`config.mk`:
```
export PLATFORM = sky130hd
export DESIGN_NAME = serial_can_command_parser
export DESIGN_NICKNAME = d
export VERILOG_FILES = /design/src/rtl/scp_pkg.sv /design/src/rtl/scp_in_stage.sv /design/src/rtl/scp_core.sv /design/src/rtl/scp_out_stage.sv /design/src/rtl/serial_can_command_parser.sv
export SDC_FILE = /design/constraint.sdc
export NUM_CORES = 1
export LEC_CHECK = 0
export BUFFER_PORTS_ARGS = -buffer_cell sky130_fd_sc_hd__buf_2
export CORE_UTILIZATION = 45
export CTS_BUF_LIST = sky130_fd_sc_hd__clkbuf_8
export DETAILED_ROUTE_END_ITERATION = 16
export PLACE_DENSITY = 0.66
export SETUP_SLACK_MARGIN = 0.1
export SYNTH_ARGS = -nofsm -noshare
export SYNTH_HDL_FRONTEND = slang
export SYNTH_SLANG_ARGS = --single-unit
```
`constraint.sdc`:
```
create_clock -name clk -period 5.5 [get_ports clk]
set_input_delay 0.55 -clock clk [delete_from_list [all_inputs] [get_ports clk]]
set_output_delay 0.55 -clock clk [all_outputs]
set_load 0.005 [all_outputs]
```
`src/rtl/scp_pkg.sv`:
```
// scp_pkg: shared types, codes and helper functions of the serial CAN command parser.
// Used by every module of the block and by its checker. No dependencies.
`default_nettype none

package scp_pkg;

    typedef enum logic [3:0] {
        CMD_UNKNOWN   = 4'd0,
        CMD_OPEN      = 4'd1,
        CMD_CLOSE     = 4'd2,
        CMD_SETBAUD   = 4'd3,
        CMD_TX        = 4'd4,
        CMD_RTR       = 4'd5,
        CMD_FLAGS     = 4'd6,
        CMD_STATUS    = 4'd7,
        CMD_HELP      = 4'd8,
        CMD_MODE_UART = 4'd9,
        CMD_MODE_CAN  = 4'd10
    } cmd_t;

    typedef enum logic [11:0] {
        PH_START   = 12'b0000_0000_0001,
        PH_DONE    = 12'b0000_0000_0010,
        PH_S_DIGIT = 12'b0000_0000_0100,
        PH_ID      = 12'b0000_0000_1000,
        PH_DLC     = 12'b0000_0001_0000,
        PH_DATA    = 12'b0000_0010_0000,
        PH_MODE    = 12'b0000_0100_0000,
        PH_MODE_SP = 12'b0000_1000_0000,
        PH_CAN     = 12'b0001_0000_0000,
        PH_UART    = 12'b0010_0000_0000,
        PH_UART_SP = 12'b0100_0000_0000,
        PH_DEC     = 12'b1000_0000_0000
    } phase_t;

    localparam logic [31:0] DEFAULT_UART = 32'd115200;
    localparam logic [3:0]  DEFAULT_RATE = 4'd6;
    localparam logic [5:0]  POS_MAX      = 6'd63;
    localparam logic [5:0]  STD_ID_DIGITS = 6'd3;
    localparam logic [5:0]  EXT_ID_DIGITS = 6'd8;

    // flag bits
    localparam int FLAG_EXT    = 0;
    localparam int FLAG_REMOTE = 1;

    typedef struct packed {
        logic [7:0] char_code;
        logic       is_end;
    } item_t;

    typedef struct packed {
        cmd_t        command;
        logic [31:0] frame_id;
        logic [3:0]  length_code;
        logic        is_extended;
        logic        is_remote;
        logic [3:0]  bitrate_index;
        logic [31:0] uart_rate;
        logic [63:0] payload;
    } result_t;

    // {valid, nibble}
    function automatic logic [4:0] hex_decode(input logic [7:0] c);
        logic [4:0] r;
        r = 5'd0;
        if (c >= "0" && c <= "9")
        begin
            r = {1'b1, c[3:0]};
        end
        else if ((c >= "a" && c <= "f") || (c >= "A" && c <= "F"))
        begin
            r = {1'b1, c[3:0] + 4'd9};
        end
        return r;
    endfunction

    function automatic logic [7:0] mode_char(input logic [1:0] i);
        logic [7:0] r;
        case (i)
            2'd0:    r = "m";
            2'd1:    r = "o";
            2'd2:    r = "d";
            default: r = "e";
        endcase
        return r;
    endfunction

    function automatic logic [7:0] can_char(input logic [1:0] i);
        logic [7:0] r;
        case (i)
            2'd0:    r = "c";
            2'd1:    r = "a";
            2'd2:    r = "n";
            default: r = 8'h00;
        endcase
        return r;
    endfunction

    function automatic logic [7:0] uart_char(input logic [1:0] i);
        logic [7:0] r;
        case (i)
            2'd0:    r = "u";
            2'd1:    r = "a";
            2'd2:    r = "r";
            default: r = "t";
        endcase
        return r;
    endfunction

endpackage

`default_nettype wire

```
`src/rtl/scp_in_stage.sv`:
```
// scp_in_stage: input register of the parser; holds one item until the core takes it.
// Depends on scp_pkg.
`default_nettype none

module scp_in_stage (
    input  wire logic          clk,
    input  wire logic          rst_n,
    input  wire logic          char_valid,
    output logic               char_stall,
    input  wire scp_pkg::item_t item_in,
    input  wire logic          take,
    output logic               stage_valid,
    output scp_pkg::item_t     stage_item
);
    import scp_pkg::*;

    logic  valid_reg;
    item_t item_reg;

    assign char_stall  = valid_reg && !take;
    assign stage_valid = valid_reg;
    assign stage_item  = item_reg;

    always_ff @(posedge clk or negedge rst_n)
    begin
        if (!rst_n)
        begin
            valid_reg <= 1'b0;
        end
        else if (!char_stall)
        begin
            valid_reg <= char_valid;
        end
    end

    always_ff @(posedge clk)
    begin
        if (char_valid && !char_stall)
        begin
            item_reg <= item_in;
        end
    end

endmodule

`default_nettype wire

```
`src/rtl/scp_core.sv`:
```
// scp_core: parse state registers and the per-item next-state and result logic.
// Depends on scp_pkg.
`default_nettype none

module scp_core (
    input  wire logic           clk,
    input  wire logic           rst_n,
    input  wire logic           stage_valid,
    input  wire scp_pkg::item_t stage_item,
    input  wire logic           out_free,
    output logic                take,
    output logic                res_load,
    output scp_pkg::result_t    res
);
    import scp_pkg::*;

    logic [5:0]  pos_reg,   pos_next;
    phase_t      phase_reg, phase_next;
    cmd_t        cls_reg,   cls_next;
    logic [31:0] id_reg,    id_next;
    logic [3:0]  len_reg,   len_next;
    logic [63:0] data_reg,  data_next;
    logic [31:0] dec_reg,   dec_next;
    logic [3:0]  rate_reg,  rate_next;
    logic [1:0]  flags_reg, flags_next;

    logic [7:0]  c;
    logic [4:0]  hx;
    logic [5:0]  pos_inc;
    logic [5:0]  data_sh;
    logic        do_fail;
    logic        is_frame;

    assign take     = stage_valid && (!stage_item.is_end || out_free);
    assign res_load = stage_valid && stage_item.is_end && out_free;
    assign c        = stage_item.char_code;

    always_comb
    begin
        pos_next   = pos_reg;
        phase_next = phase_reg;
        cls_next   = cls_reg;
        id_next    = id_reg;
        len_next   = len_reg;
        data_next  = data_reg;
        dec_next   = dec_reg;
        rate_next  = rate_reg;
        flags_next = flags_reg;
        do_fail    = 1'b0;
        hx         = hex_decode(c);
        pos_inc    = (pos_reg == POS_MAX) ? pos_reg : pos_reg + 6'd1;
        data_sh    = {pos_reg[3:1], ~pos_reg[0], 2'b00};

        if (stage_item.is_end || c == 8'h00)
        begin
            // line end
            case (phase_reg)
                PH_DONE:
                begin
                end
                PH_S_DIGIT:
                begin
                    cls_next   = CMD_STATUS;
                    phase_next = PH_DONE;
                end
                PH_UART_SP, PH_DEC:
                begin
                    cls_next   = CMD_MODE_UART;
                    phase_next = PH_DONE;
                end
                default:   do_fail = 1'b1;
            endcase
        end
        else
        begin
            case (phase_reg)
                PH_START:
                begin
                    pos_next = 6'd0;
                    if (c == "o" || c == "O")
                    begin
                        cls_next = CMD_OPEN;   phase_next = PH_DONE;
                    end
                    else if (c == "c" || c == "C")
                    begin
                        cls_next = CMD_CLOSE;  phase_next = PH_DONE;
                    end
                    else if (c == "s" || c == "S")
                    begin
                        phase_next = PH_S_DIGIT;
                    end
                    else if (c == "i" || c == "I")
                    begin
                        cls_next = CMD_STATUS; phase_next = PH_DONE;
                    end
                    else if (c == "f" || c == "F")
                    begin
                        cls_next = CMD_FLAGS;  phase_next = PH_DONE;
                    end
                    else if (c == "h" || c == "H" || c == "?")
                    begin
                        cls_next = CMD_HELP;   phase_next = PH_DONE;
                    end
                    else if (c == "t")
                    begin
                        flags_next = 2'b00;    phase_next = PH_ID;
                    end
                    else if (c == "T")
                    begin
                        flags_next = 2'b00;
                        flags_next[FLAG_EXT] = 1'b1;
                        phase_next = PH_ID;
                    end
                    else if (c == "r" || c == "R")
                    begin
                        flags_next = 2'b00;
                        flags_next[FLAG_REMOTE] = 1'b1;
                        phase_next = PH_ID;
                    end
                    else if (c == "m")
                    begin
                        pos_next = 6'd1;       phase_next = PH_MODE;
                    end
                    else
                    begin
                        do_fail = 1'b1;
                    end
                end
                PH_S_DIGIT:
                begin
                    phase_next = PH_DONE;
                    if (c >= "4" && c <= "8")
                    begin
                        rate_next = c[3:0];
                        cls_next  = CMD_SETBAUD;
                    end
                    else
                    begin
                        cls_next = CMD_STATUS;
                    end
                end
                PH_ID:
                begin
                    if (!hx[4])
                    begin
                        do_fail = 1'b1;
                    end
                    else
                    begin
                        id_next = {id_reg[27:0], hx[3:0]};
                        if (pos_inc >= (flags_reg[FLAG_EXT] ? EXT_ID_DIGITS : STD_ID_DIGITS))
                        begin
                            pos_next   = 6'd0;
                            phase_next = PH_DLC;
                        end
                        else
                        begin
                            pos_next = pos_inc;
                        end
                    end
                end
                PH_DLC:
                begin
                    if (c < "0" || c > "8")
                    begin
                        do_fail = 1'b1;
                    end
                    else
                    begin
                        len_next = c[3:0];
                        pos_next = 6'd0;
                        if (flags_reg[FLAG_REMOTE])
                        begin
                            cls_next = CMD_RTR; phase_next = PH_DONE;
                        end
                        else if (c[3:0] == 4'd0)
                        begin
                            cls_next = CMD_TX;  phase_next = PH_DONE;
                        end
                        else
                        begin
                            phase_next = PH_DATA;
                        end
                    end
                end
                PH_DATA:
                begin
                    if (!hx[4])
                    begin
                        do_fail = 1'b1;
                    end
                    else
                    begin
                        data_next = data_reg | ({60'd0, hx[3:0]} << data_sh);
                        pos_next  = pos_inc;
                        if (pos_inc >= {1'b0, len_reg, 1'b0})
                        begin
                            cls_next = CMD_TX; phase_next = PH_DONE;
                        end
                    end
                end
                PH_MODE:
                begin
                    if (pos_reg < 6'd4 && c == mode_char(pos_reg[1:0]))
                    begin
                        pos_next = pos_inc;
                        if (pos_inc >= 6'd4)
                        begin
                            phase_next = PH_MODE_SP;
                        end
                    end
                    else
                    begin
                        do_fail = 1'b1;
                    end
                end
                PH_MODE_SP:
                begin
                    if (c == " ")
                    begin
                    end
                    else if (c == "c")
                    begin
                        pos_next = 6'd1; phase_next = PH_CAN;
                    end
                    else if (c == "u")
                    begin
                        pos_next = 6'd1; phase_next = PH_UART;
                    end
                    else
                    begin
                        do_fail = 1'b1;
                    end
                end
                PH_CAN:
                begin
                    if (pos_reg < 6'd3 && c == can_char(pos_reg[1:0]))
                    begin
                        pos_next = pos_inc;
                        if (pos_inc >= 6'd3)
                        begin
                            cls_next = CMD_MODE_CAN; phase_next = PH_DONE;
                        end
                    end
                    else
                    begin
                        do_fail = 1'b1;
                    end
                end
                PH_UART:
                begin
                    if (pos_reg < 6'd4 && c == uart_char(pos_reg[1:0]))
                    begin
                        pos_next = pos_inc;
                        if (pos_inc >= 6'd4)
                        begin
                            phase_next = PH_UART_SP;
                        end
                    end
                    else
                    begin
                        do_fail = 1'b1;
                    end
                end
                PH_UART_SP, PH_DEC:
                begin
                    if (c >= "0" && c <= "9")
                    begin
                        dec_next   = (dec_reg << 3) + (dec_reg << 1) + {28'd0, c[3:0]};
                        phase_next = PH_DEC;
                    end
                    else if (c == " " && phase_reg == PH_UART_SP)
                    begin
                    end
                    else
                    begin
                        cls_next = CMD_MODE_UART; phase_next = PH_DONE;
                    end
                end
                default:
                begin
                end
            endcase
        end

        if (do_fail)
        begin
            // a data byte with only its high digit is dropped
            if (phase_reg == PH_DATA && pos_reg[0])
            begin
                data_next = data_reg & ~(64'hFF << {pos_reg[3:1], 3'b000});
            end
            cls_next   = CMD_UNKNOWN;
            phase_next = PH_DONE;
        end
    end

    assign is_frame = (cls_next == CMD_TX) || (cls_next == CMD_RTR);

    always_comb
    begin
        res.command       = cls_next;
        res.frame_id      = is_frame ? id_reg : 32'd0;
        res.length_code   = is_frame ? len_reg : 4'd0;
        res.is_extended   = (cls_next == CMD_TX) && flags_reg[FLAG_EXT];
        res.is_remote     = (cls_next == CMD_RTR);
        res.bitrate_index = rate_reg;
        res.uart_rate     = (cls_next == CMD_MODE_UART && dec_reg != 32'd0)
                            ? dec_reg : DEFAULT_UART;
        res.payload       = data_next;
    end

    always_ff @(posedge clk or negedge rst_n)
    begin
        if (!rst_n)
        begin
            pos_reg   <= 6'd0;
            phase_reg <= PH_START;
            cls_reg   <= CMD_UNKNOWN;
            id_reg    <= 32'd0;
            len_reg   <= 4'd0;
            data_reg  <= 64'd0;
            dec_reg   <= 32'd0;
            rate_reg  <= DEFAULT_RATE;
            flags_reg <= 2'b00;
        end
        else if (take && stage_item.is_end)
        begin
            pos_reg   <= 6'd0;
            phase_reg <= PH_START;
            cls_reg   <= CMD_UNKNOWN;
            id_reg    <= 32'd0;
            len_reg   <= 4'd0;
            data_reg  <= 64'd0;
            dec_reg   <= 32'd0;
            rate_reg  <= DEFAULT_RATE;
            flags_reg <= 2'b00;
        end
        else if (take && phase_reg != PH_DONE)
        begin
            pos_reg   <= pos_next;
            phase_reg <= phase_next;
            cls_reg   <= cls_next;
            id_reg    <= id_next;
            len_reg   <= len_next;
            data_reg  <= data_next;
            dec_reg   <= dec_next;
            rate_reg  <= rate_next;
            flags_reg <= flags_next;
        end
    end

endmodule

`default_nettype wire

```
`src/rtl/scp_out_stage.sv`:
```
// scp_out_stage: result register; holds a finished result until the receiver takes it.
// Depends on scp_pkg.
`default_nettype none

module scp_out_stage (
    input  wire logic             clk,
    input  wire logic             rst_n,
    input  wire logic             res_load,
    input  wire scp_pkg::result_t res_in,
    output logic                  out_free,
    output logic                  result_valid,
    input  wire logic             result_stall,
    output scp_pkg::result_t      res_out
);
    import scp_pkg::*;

    logic    valid_reg;
    result_t res_reg;

    assign out_free     = !valid_reg || !result_stall;
    assign result_valid = valid_reg;
    assign res_out      = res_reg;

    always_ff @(posedge clk or negedge rst_n)
    begin
        if (!rst_n)
        begin
            valid_reg <= 1'b0;
        end
        else if (res_load)
        begin
            valid_reg <= 1'b1;
        end
        else if (!result_stall)
        begin
            valid_reg <= 1'b0;
        end
    end

    always_ff @(posedge clk)
    begin
        if (res_load)
        begin
            res_reg <= res_in;
        end
    end

endmodule

`default_nettype wire

```
`src/rtl/serial_can_command_parser.sv`:
```
// serial_can_command_parser: top level of the serial CAN command line parser.
// Depends on scp_pkg, scp_in_stage, scp_core, scp_out_stage.
//
//   channel  | handshake                   | payload
//   ---------+-----------------------------+------------------------------------------
//   char     | char_valid / char_stall     | char_code, is_end
//   result   | result_valid / result_stall | command, frame_id, length_code, is_extended,
//            |                             | is_remote, bitrate_index, uart_rate, payload
//
// One item per cycle while char_stall is low: input register, parse logic, result register.
// An end item goes from the input register through the parse logic into the result register.
// Reset puts the parser at the start of a line with both registers empty.
// A stalled result blocks the next end item and all behind it; earlier characters flow.
`default_nettype none

module serial_can_command_parser (
    input  wire logic        clk,
    input  wire logic        rst_n,
    input  wire logic        char_valid,
    output logic             char_stall,
    input  wire logic [7:0]  char_code,
    input  wire logic        is_end,
    output logic             result_valid,
    input  wire logic        result_stall,
    output logic [3:0]       command,
    output logic [31:0]      frame_id,
    output logic [3:0]       length_code,
    output logic             is_extended,
    output logic             is_remote,
    output logic [3:0]       bitrate_index,
    output logic [31:0]      uart_rate,
    output logic [63:0]      payload
);
    import scp_pkg::*;

    item_t   item_in;
    item_t   stage_item;
    logic    stage_valid;
    logic    take;
    logic    res_load;
    logic    out_free;
    result_t res_core;
    result_t res_out;

    assign item_in.char_code = char_code;
    assign item_in.is_end    = is_end;

    scp_in_stage u_in (
        .clk         (clk),
        .rst_n       (rst_n),
        .char_valid  (char_valid),
        .char_stall  (char_stall),
        .item_in     (item_in),
        .take        (take),
        .stage_valid (stage_valid),
        .stage_item  (stage_item)
    );

    scp_core u_core (
        .clk         (clk),
        .rst_n       (rst_n),
        .stage_valid (stage_valid),
        .stage_item  (stage_item),
        .out_free    (out_free),
        .take        (take),
        .res_load    (res_load),
        .res         (res_core)
    );

    scp_out_stage u_out (
        .clk          (clk),
        .rst_n        (rst_n),
        .res_load     (res_load),
        .res_in       (res_core),
        .out_free     (out_free),
        .result_valid (result_valid),
        .result_stall (result_stall),
        .res_out      (res_out)
    );

    assign command       = res_out.command;
    assign frame_id      = res_out.frame_id;
    assign length_code   = res_out.length_code;
    assign is_extended   = res_out.is_extended;
    assign is_remote     = res_out.is_remote;
    assign bitrate_index = res_out.bitrate_index;
    assign uart_rate     = res_out.uart_rate;
    assign payload       = res_out.payload;

endmodule

`default_nettype wire

```
==> metrics.txt <==
# TYPE chip_impl_metric gauge
chip_impl_info{name="status",value="complete, no violations"} 1
chip_impl_metric{name="maxSlewViolCount",unit=""} 0
chip_impl_info{name="synth-main-ff-cell",value="sky130_fd_sc_hd__dfrtp_1"} 1
chip_impl_metric{name="dr_total_vias",unit=""} 13400
chip_impl_metric{name="netlist_instances",unit=""} 1601
chip_impl_metric{name="io_buffer_count",unit=""} 156
chip_impl_metric{name="max_stage_delay",unit="ns"} 0.61
chip_impl_metric{name="seq_area_frac_synth",unit="%"} 50.8
chip_impl_metric{name="postCtsHoldBufs",unit=""} 1
chip_impl_metric{name="xor_and_xnor_area_share_after_synthesis",unit="%"} 1.86
chip_impl_metric{name="layout-drive-gt1-share",unit="%"} 19.8
chip_impl_metric{name="report.final.hold_viol_count",unit=""} 0
chip_impl_metric{name="routed_wirelength",unit="um"} 45300
chip_impl_metric{name="post_synth_fa_ha_maj_area_fraction",unit="%"} 5.84
chip_impl_metric{name="first_global_vias",unit=""} 13000
chip_impl_metric{name="p_int",unit="mW"} 3.81
chip_impl_metric{name="cts-resized-gates",unit=""} 0
chip_impl_metric{name="power-per-cell-area",unit="nW/um2"} 288
chip_impl_info{name="root_buffer",value="sky130_fd_sc_hd__clkbuf_8"} 1
chip_impl_metric{name="switching_fraction",unit="%"} 30.4
chip_impl_metric{name="min_period",unit="ns"} 4.60
chip_impl_metric{name="timing_worst_slew_pin_value",unit="ns"} 1.15
chip_impl_metric{name="floorplan.initialDensity",unit="%"} 46.0
chip_impl_metric{name="floorplan.io_pins",unit=""} 157
chip_impl_metric{name="vdd_ir_drop_max",unit="V"} 0.000159
chip_impl_metric{name="max_freq",unit="MHz"} 218
chip_impl_metric{name="yosys_register_bits",unit=""} 313
chip_impl_metric{name="grt_util_overall",unit="%"} 23.7
chip_impl_metric{name="antenna_found_initial",unit=""} 0
chip_impl_info{name="worst_path_max_delay_cell",value="sky130_fd_sc_hd__dfrtp_1"} 1
chip_impl_metric{name="final.period_utilization",unit="%"} 83.6
chip_impl_metric{name="grt_max_degree",unit=""} 84
chip_impl_metric{name="cts_setup_buffers",unit=""} 0
chip_impl_metric{name="areaGrowthSynthToFinish",unit="%"} 12.4
chip_impl_metric{name="combinational_share_of_power",unit="%"} 16.1
chip_impl_metric{name="std_cell_rows",unit=""} 70
chip_impl_metric{name="critPathMaxFanout",unit=""} 32
chip_impl_info{name="setup.worst_path.class",value="reg -> reg"} 1
chip_impl_metric{name="clock_pin_slew_worst_setup_and_hold_paths",unit="ns"} 0.06
chip_impl_metric{name="globalRoute.totalOverflow",unit=""} 0
chip_impl_metric{name="synth_area_in_compound_gates",unit="%"} 19.5
chip_impl_metric{name="core_area",unit="um2"} 36800
chip_impl_metric{name="finalWeightedCongestion",unit=""} 0.972
chip_impl_metric{name="hold_ws",unit="ns"} 0.0898
chip_impl_metric{name="detail_route.wl_per_cell",unit="um"} 20.1
chip_impl_metric{name="antennaDiodeCount",unit=""} 0
chip_impl_metric{name="pwr-share-seq",unit="%"} 47.8
chip_impl_info{name="setup_repair_after_global_routing_missed_its_margin",value="false"} 1
chip_impl_metric{name="die_width",unit="um"} 196
chip_impl_metric{name="largest_register_ff_count",unit=""} 142
chip_impl_metric{name="ys.warnings.count",unit=""} 0
chip_impl_metric{name="ys_async_sr_fraction",unit="%"} 51.8
chip_impl_metric{name="worst_slew_margin_rel",unit="%"} 22.9
chip_impl_metric{name="numCtsBuffers",unit=""} 53
chip_impl_metric{name="tritoncts_num_sinks",unit=""} 313
chip_impl_metric{name="timing.max_cap.violations",unit=""} 0
chip_impl_info{name="synth_top_family_by_area",value="compound AO/OA/AOI/OAI gates"} 1
chip_impl_metric{name="detailedRoute.firstPassIterationCount",unit=""} 8
chip_impl_metric{name="cts-root-to-sink-buffers",unit=""} 3
chip_impl_metric{name="cts_htree_levels",unit=""} 2
chip_impl_metric{name="die-area",unit="um2"} 38400
chip_impl_metric{name="average_instance_area_after_synthesis",unit="um2"} 10.6
chip_impl_metric{name="antenna_violating_nets_post_route",unit=""} 0
chip_impl_metric{name="first_iter_violations",unit=""} 1262
chip_impl_metric{name="global_route_wire_length_before_repair",unit="um"} 71900
chip_impl_metric{name="filler_cell_count",unit=""} 3325
chip_impl_info{name="startpoint_type",value="flop"} 1
chip_impl_metric{name="yosysUniqueCellTypes",unit=""} 95
chip_impl_info{name="timing.hold.worst.class",value="in -> reg"} 1
chip_impl_info{name="timing.critical_path.cells",value="clkinv_1 -> ha_1 -> or3_1 -> a2111oi_4 -> nand3_2 -> a221o_1 -> or3_4 -> o21ai_2 -> o31a_2 -> buf_4 -> nor3_1"} 1
chip_impl_metric{name="syn_nets",unit=""} 1691
chip_impl_metric{name="post-dp-hpwl",unit="um"} 31100
chip_impl_metric{name="post_route_setup_tns",unit="ns"} 0
chip_impl_metric{name="synth-edff-count",unit=""} 151
chip_impl_metric{name="crit_arrival",unit="ns"} 4.96
chip_impl_info{name="crit_path_end_kind",value="flop"} 1
chip_impl_metric{name="share_clk_of_total_power",unit="%"} 36.1
chip_impl_metric{name="die_h",unit="um"} 196
chip_impl_metric{name="p_leak",unit="nW"} 7.97
chip_impl_metric{name="layout.nets",unit=""} 1824
chip_impl_metric{name="timing.clock.skew",unit="ns"} 0.0134
chip_impl_metric{name="synthMuxAreaShare",unit="%"} 0.569
chip_impl_metric{name="synth-simple-area-share",unit="%"} 16.5
chip_impl_metric{name="power.net_switching",unit="mW"} 1.66
chip_impl_info{name="cts_tree",value="done"} 1
chip_impl_metric{name="clock_latency",unit="ns"} 0.64
chip_impl_metric{name="synth.cell_area",unit="um2"} 16900
chip_impl_metric{name="setup_viol",unit=""} 0
chip_impl_metric{name="drcViolationCount",unit=""} 0
chip_impl_metric{name="detail_route.vias_per_cell",unit=""} 5.97
chip_impl_metric{name="critical_path_required",unit="ns"} 5.87
==> routing by layer <==
metal  part of all wire, %  track usage [%]  vias up  wire length [um]
li1                      -                -     6311                 -
met1                    44             32.9     6482             20100
met2                    45             36.4      533             20600
met3                   7.3             4.83       88              3320
met4                   2.8             9.32        0              1280
met5                     0                0        -                 0
==> area by class of cell <==
cell class              instances  area [um2]  share of cell area [%]
clock buffers                  58         798                    4.20
clock inverters                42         204                    1.07
inverters                      98         373                    1.96
multi-input cells            1088        7500                    39.4
flip-flops and latches        313        8590                    45.2
well taps                     468         586                    3.08
repair buffers                180         970                    5.10
==> power by group through the flow <==
stage	Sequential (mW)	Clock, mW	Combinational [mW]
final	2.62	1.97	0.881
after floorplan	2.62	0	0.619
after detailed placement	2.66	0	0.870
after global routing	2.63	2.13	0.953
after global placement	2.66	0	0.871
after CTS	2.62	2.03	0.874
==> cell usage in the layout (no fill, tap or decap), types with 8 or more instances in the layout <==
master,n
sky130_fd_sc_hd__clkbuf_8,58
sky130_fd_sc_hd__a21oi_1,87
sky130_fd_sc_hd__a22o_1,96
sky130_fd_sc_hd__a21o_1,16
sky130_fd_sc_hd__nor3_1,72
sky130_fd_sc_hd__xor2_1,12
sky130_fd_sc_hd__dfrtp_1,159
sky130_fd_sc_hd__nor3b_1,8
sky130_fd_sc_hd__nand4_1,21
sky130_fd_sc_hd__nor2_1,74
sky130_fd_sc_hd__o31ai_1,14
sky130_fd_sc_hd__clkinv_1,14
sky130_fd_sc_hd__and3_1,9
sky130_fd_sc_hd__a31oi_1,9
sky130_fd_sc_hd__buf_2,155
sky130_fd_sc_hd__ha_1,75
sky130_fd_sc_hd__edfxtp_1,151
sky130_fd_sc_hd__nand2_1,96
sky130_fd_sc_hd__a31o_2,44
sky130_fd_sc_hd__xnor2_1,24
sky130_fd_sc_hd__inv_1,116
sky130_fd_sc_hd__o21ai_0,83
sky130_fd_sc_hd__nand3_1,87
sky130_fd_sc_hd__buf_4,23
sky130_fd_sc_hd__and2_1,14
sky130_fd_sc_hd__a22oi_1,17
sky130_fd_sc_hd__o21a_1,8
sky130_fd_sc_hd__or3_1,17
sky130_fd_sc_hd__nand2b_1,9
sky130_fd_sc_hd__o22ai_1,8
sky130_fd_sc_hd__nor4_1,18
sky130_fd_sc_hd__nor3_2,20
==> synth_stat cells (5+ instances only) <==
cell	instances	area (um2)
sky130_fd_sc_hd__nor2_1	74	278
sky130_fd_sc_hd__o311ai_0	5	43.8
sky130_fd_sc_hd__a21oi_1	87	435
sky130_fd_sc_hd__nand2b_1	9	56.3
sky130_fd_sc_hd__and4_1	5	43.8
sky130_fd_sc_hd__clkbuf_1	70	263
sky130_fd_sc_hd__o2bb2ai_1	6	52.6
sky130_fd_sc_hd__nor3_2	20	200
sky130_fd_sc_hd__a21o_1	16	120
sky130_fd_sc_hd__xnor2_1	24	210
sky130_fd_sc_hd__and2_1	14	87.6
sky130_fd_sc_hd__nor2b_1	7	43.8
sky130_fd_sc_hd__nand4_1	21	131
sky130_fd_sc_hd__a211oi_1	7	52.6
sky130_fd_sc_hd__buf_2	18	90.1
sky130_fd_sc_hd__or3_1	17	106
sky130_fd_sc_hd__nand3_1	89	445
sky130_fd_sc_hd__nor3_1	72	360
sky130_fd_sc_hd__or2_2	7	43.8
sky130_fd_sc_hd__nor4_1	18	113
sky130_fd_sc_hd__o21a_1	8	60.1
sky130_fd_sc_hd__a22oi_1	17	128
sky130_fd_sc_hd__nor3b_1	8	60.1
sky130_fd_sc_hd__edfxtp_1	151	4530
sky130_fd_sc_hd__buf_4	6	45.0
sky130_fd_sc_hd__a31oi_1	9	56.3
sky130_fd_sc_hd__o31ai_1	14	105
sky130_fd_sc_hd__o22ai_1	8	50.1
sky130_fd_sc_hd__o21ai_0	83	415
sky130_fd_sc_hd__inv_1	96	360
sky130_fd_sc_hd__xor2_1	12	105
sky130_fd_sc_hd__o21bai_1	5	37.5
sky130_fd_sc_hd__a31o_2	44	385
sky130_fd_sc_hd__nand2_1	96	360
sky130_fd_sc_hd__dfrtp_1	159	3980
sky130_fd_sc_hd__and3_1	10	62.6
sky130_fd_sc_hd__nor4b_1	5	43.8
sky130_fd_sc_hd__o211ai_1	7	52.6
sky130_fd_sc_hd__a22o_1	96	841
sky130_fd_sc_hd__ha_1	75	938
==> critical path, delay by kind of cell (launching register included) <==
kind                       cells  cell delay (ns)
adders and majority gates      1             0.35
and+or+nand+nor                4             1.02
DFF                            1             0.61
AOI/OAI and AO/OA              4             1.59
buffers and inverters          2             0.72
==> final timing paths <==
kind / from / endpoint / slack (ns) / cells past startpoint
worst max-delay path: u_core.pos_reg[0] / u_out.res_out[66] / 0.90 / 11
worst min-delay path: char_code[6] / u_in.stage_item[7] / 0.09 / 1
worst max register to register: u_core.pos_reg[0] / u_out.res_out[66] / 0.90 / 11
worst min register to register: u_core.rate_reg[3] / u_out.res_out[99] / 0.46 / 0
max in group asynchronous: rst_n / u_core.data_reg[34] / 3.79 / 3
min in group asynchronous: rst_n / u_core.dec_reg[11] / 0.52 / 2
==> per-stage QoR <==
step | utilization, % | total power [mW] | instance area (um2) | std cells | worst slack, ns
CTS | 51.7 | 5.53 | 19000 | 2247 | 0.908
detailed placement | 49.0 | 3.53 | 18000 | 2146 | 0.921
global placement | 49.0 | 3.53 | 18000 | 2146 | 1.07
finish | 51.7 | 5.47 | 19000 | 2247 | 0.904
floorplan | - | 3.24 | 16900 | 1601 | 1.62
global route | 51.7 | 5.71 | 19000 | 2247 | 0.627
==> kinds of logic (layout without fill, tap and decap cells) <==
group	after synthesis	in the layout
muxes	9	9
AOI/OAI and AO/OA	458	458
xor gates and xnor gates	36	36
buffers and inverters	200	378
and+or+nand+nor	507	507
DFF	313	313
adders and majority gates	78	78
No activity file was read; power rests on OpenSTA's default activity.
